<file path="config.mk">
export PLATFORM = sky130hd
export DESIGN_NAME = dscl_cmp
export DESIGN_NICKNAME = d
export VERILOG_FILES = /design/src/rtl/dscl_pkg.sv /design/src/rtl/dscl_cmp.sv
export SDC_FILE = /design/constraint.sdc
export NUM_CORES = 1
export LEC_CHECK = 0
export ABC_AREA = 1
export BUFFER_PORTS_ARGS = -buffer_cell sky130_fd_sc_hd__buf_4
export CAP_MARGIN = 5
export CORE_MARGIN = 8
export CORE_UTILIZATION = 42
export DETAILED_ROUTE_END_ITERATION = 12
export PLACE_DENSITY = 0.89
export RECOVER_POWER = 50
export SLEW_MARGIN = 0
export SYNTH_ARGS = -nofsm -noshare
export SYNTH_HDL_FRONTEND = slang
export SYNTH_SLANG_ARGS = --single-unit
</file>
<file path="constraint.sdc">
create_clock -name vclk -period 1.45
set_input_delay 0.2175 -clock vclk [all_inputs]
set_output_delay 0.2175 -clock vclk [all_outputs]
set_load 0.01 [all_outputs]
</file>
<file path="src/rtl/dscl_pkg.sv">
// Package for the sectored cache directory: sizes, address split widths, state and
// result kind types, the directory row and the compare request. No dependencies.
`default_nettype none
package dscl_pkg;
   localparam int NumSets         = 16;
   localparam int SectorsPerSet   = 4;
   localparam int BlocksPerSector = 4;
   localparam int TagsPerSector   = 2;
   localparam int BlockBytes      = 32;

   localparam int OffW   = $clog2(BlockBytes);
   localparam int BlkW   = (BlocksPerSector > 1) ? $clog2(BlocksPerSector) : 1;
   localparam int SetW   = (NumSets > 1) ? $clog2(NumSets) : 1;
   localparam int SlotW  = (TagsPerSector > 1) ? $clog2(TagsPerSector) : 1;
   localparam int SecW   = (SectorsPerSet > 1) ? $clog2(SectorsPerSet) : 1;
   localparam int BlkB   = $clog2(BlocksPerSector);
   localparam int SetB   = $clog2(NumSets);
   localparam int SlotB  = $clog2(TagsPerSector);
   localparam int TagW   = 32 - OffW - BlkB - SetB - SlotB;
   localparam int NSect  = NumSets * SectorsPerSet;
   localparam int SxW    = $clog2(NSect);

   typedef enum logic [1:0] {
      KIND_HIT  = 2'd0,
      KIND_WB   = 2'd1,
      KIND_FILL = 2'd2
   } kind_type;

   typedef enum logic [2:0] {
      ST_IDLE, ST_READ, ST_SCAN, ST_EMIT, ST_LOAD, ST_BLOCKS, ST_FILL
   } state_type;

   // One sector's directory row.
   typedef struct packed {
      logic [TagsPerSector-1:0][TagW-1:0]      tag_value;
      logic [TagsPerSector-1:0]                tag_live;
      logic [BlocksPerSector-1:0]              blk_live;
      logic [BlocksPerSector-1:0]              blk_mod;
      logic [BlocksPerSector-1:0][SlotW-1:0]   blk_slot;
   } row_type;

   // Compare unit request.
   typedef struct packed {
      logic [31:0] a;
      logic [31:0] b;
   } cmp_req_type;
endpackage
`default_nettype wire

</file>
<file path="src/rtl/dscl_cmp.sv">
// Shared compare unit: unsigned less-than, one pair per cycle.
// Depends on dscl_pkg.
`default_nettype none
module dscl_cmp
   import dscl_pkg::*;
(
   input  wire cmp_req_type req,
   output logic             less
);
   assign less = req.a < req.b;
endmodule
`default_nettype wire

</file>
### Yosys cells after proc, flatten, opt, wreduce, memory -nomap -nowiden

Index checks and enable logic that the tools add are counted.
W data, S select, Z words.

| operators by class | value |
|---|---|
| add/subtract/negate cells | 0 |
| multiply operators | 0 |
| divide/modulo/power cells | 0 |
| order comparisons | 1 |
| equal/unequal tests | 0 |
| shift operators | 0 |
| mux-type cells | 0 |
| bitwise gates (word level) | 0 |
| reductions and logical operators | 0 |

Operator list:

| cell | number |
|---|---|
| $lt A32 B32 Y1 | 1 |

| word-level totals | value |
|---|---|
| bits in registers | 0 |
| bits in latches | 0 |
| bits in writable memories | 0 |
| memory bits (read-only) | 0 |
| bits of input ports | 64 |
| output and inout bits | 1 |
| logic and storage cells | 1 |
| memories | 0 |

### Logic depth before layout (Yosys ltp)

| depth | value |
|---|---|
| depth after elaboration | 1 |
| mapped depth | 11 |

### Worst setup path after synthesis

Ideal clock, no wire load.

| timing | value |
|---|---|
| kind | in2out |
| start | input port req[5] (netlist bit) |
| end | output port less |
| arrival time | 1.106 ns |
| data required time | 1.233 ns |
| path slack | 0.126 ns |
| stages on the path | 9 |
| path buffers | 0 |
| cells stage by stage | inv_1 -> ha_1 -> a21oi_1 -> nor2_1 -> nor3_2 -> nand2_1 -> nand2_1 -> nand2_1 -> a21oi_2 |

| between the ends | value |
|---|---|
| word-level cells in the longest chain between the ends | 1 |

Ends and longest elaborated chain:

| what | line | source |
|---|---|---|
| from (decl) | dscl_cmp.sv:7 | `input wire cmp_req_type req,` |
| $lt A32 B32 Y1 | dscl_cmp.sv:10 | `assign less = req.a < req.b;` |
| to (decl) | dscl_cmp.sv:8 | `output logic less` |

Every way passes these cells.

### Worst setup path after layout

| timing | value |
|---|---|
| start | input port req[9] (netlist bit) |
| end | output port less |

The elaborated chain is that of the path after synthesis.

==> impl_metrics.tcl <==
set metrics [dict create \
    std_cell_rows 16 \
    start_util 0.4289 \
    violations "negative setup slack" \
    vias 1087 \
    worstMarginPinSlew_ns 0.2367 \
    dr.pass1.iters 3 \
    n_fill_cell 111 \
    hold_buffers 0 \
    placed_cells 222 \
    relSlewSlack 0.8411 \
    synth.avg_cell_area_um2 6.275 \
    synthCells 130 \
    rsz0062_at_grt "yes" \
    cp_max_fo 2 \
    synth_fp_nets 225 \
    grt.total_usage 0.1752 \
    cap_violations 0 \
    internal_power_mw 0.2651 \
    final_max_slew_viol_count 0 \
    n_clock_buffer 0 \
    min_path_type "primary input to output pin" \
    max_freq_mhz 619.9 \
    antenna_cells 0 \
    final-setup-viol-count 1 \
    grt_overflow 0 \
    p_sw_frac 0.4326 \
    fin_area_um2 1637 \
    p_seq_frac 0 \
    antenna_found_initial 0 \
    critPathCaptureType "output pin" \
    drive_gt1_frac 0.5612 \
    required_ns 1.23 \
    routed_via_density 4.874 \
    place_area_um2 1338 \
    fin_crit_ns 1.613 \
    fin_cells 223 \
    multi_input_area_um2 928.4 \
    fin_nets 293 \
    core_um2 1902 \
    drcViolationCount 0 \
    grt_pass1_vias 1226 \
    die_y_um 60.07 \
    finalCritPeriodShare 1.112 \
    routed_wl_um 3375 \
    whs_ns 1.030 \
    regArea_um2 0 \
    synth_cell_types 14 \
    globalplace.congestion 0.7992 \
    die-area_um2 3608 \
    place_hpwl_um 2444 \
    grt_pass1_wl_um 5147 \
    ioPinCount 65 \
    design.seq.count 0 \
    crit_type "primary input to output pin" \
    grt_max_degree 4 \
    wire_per_inst_um 15.13 \
    cp_data_arrival_time_ns 1.40 \
    die_x_um 60.07 \
    pwr-share-comb 1.000 \
    drtIter0Drc 18 \
    postRouteAntennaNets 0 \
    startpoint_type "primary input" \
    seq_area_frac_synth 0 \
    outcome "finished, violations left" \
    p_leak_nw 0.8819 \
    netlist_area_um2 815.8 \
    ys_warn_count 0 \
    layout_setup_ws_ns -0.1631 \
    portBuffers 65 \
    syn_to_final_growth_pct 100.6 \
    finalHoldViolCount 0 \
    vdd_drop_max_v 0.0001826 \
    power.density_nw_per_um2 285.5 \
    switchingPower_mw 0.2021 \
    pwr-share-clk 0 \
]
cells by family (layout without fill, tap and decap cells):
kind of cell / Yosys count / in the layout / share of synthesized area
adders and majority gates: 31 / 31 / 0.4755
and+or+nand+nor: 42 / 42 / 0.2193
buffers and inverters: 37 / 103 / 0.1702
AOI/OAI and AO/OA: 20 / 20 / 0.1350
final cells by class:
type,instances,area share
repair buffers,66,0.3211
inverters,37,0.09098
well taps,27,0.02064
multi-input cells,93,0.5673
synth_stat cells (all sizes together):
master | count | area share
nor2 | 8 | 0.037
nand2 | 27 | 0.12
inv | 37 | 0.17
nand3 | 2 | 0.012
a21oi | 15 | 0.10
o21ai | 4 | 0.025
o21a | 1 | 0.0092
and3 | 1 | 0.0077
nor3 | 3 | 0.031
nand4 | 1 | 0.0077
ha | 31 | 0.48
path summary, 6_finish.rpt:
check	end	cells past startpoint	from
worst max-delay path	less	9	req[9]
worst min-delay path	less	8	req[55]
cells in the final DEF (no fill, tap or decap), drive strengths merged:
master / instances
nand2: 27
buf: 66
o21ai: 4
nor3: 3
nand3: 2
nor2: 8
ha: 31
and3: 1
a21oi: 15
inv: 37
o21a: 1
nand4: 1
power by group through the flow:
stage | clock [mW] | sequential [mW] | combinational, mW
2_1_floorplan | 0 | 0 | 0.165
3_3_place_gp | 0 | 0 | 0.323
3_5_place_dp | 0 | 0 | 0.344
4_1_cts | 0 | 0 | 0.410
5_1_grt | 0 | 0 | 0.522
6_report | 0 | 0 | 0.467
per-layer routing:
| layer | up-vias | track usage | share of wire |
|---|---|---|---|
| li1 | 545 | - | - |
| met1 | 477 | 0.1701 | 0.35 |
| met5 | - | 0 | 0 |
| met4 | 0 | 0.02381 | 0.044 |
| met3 | 12 | 0.04731 | 0.094 |
| met2 | 53 | 0.3569 | 0.52 |
critical path, cell delays in order:
cell and delay [ns]:
buf_4 0.08, inv_1 0.03, ha_1 0.30, a21oi_1 0.17
o21ai_1 0.13, a21oi_2 0.16, nand2_1 0.08, a21oi_2 0.11
buf_4 0.13
per-stage QoR:
step | power (mW) | worst slack, ns | setup TNS, ns | util
5_1_grt | 0.5216 | -0.2615 | -0.2615 | 0.8605
2_1_floorplan | 0.1650 | 0.1260 | 0 | -
4_1_cts | 0.4095 | -0.06274 | -0.06274 | 0.8039
3_5_place_dp | 0.3442 | -0.1282 | -0.1282 | 0.7033
3_3_place_gp | 0.3226 | -0.09206 | -0.09206 | 0.7033
6_report | 0.4672 | -0.1631 | -0.1631 | 0.8605
what timing repair did:
item | in CTS | in global routing
cloned | 0 | 0
endpoints found under the setup margin | 1 | 1
pin swaps | 20 | 13
gates resized for setup | 32 | 22
buffers inserted | 1 | 0
(Power assumes the default switching activity.)
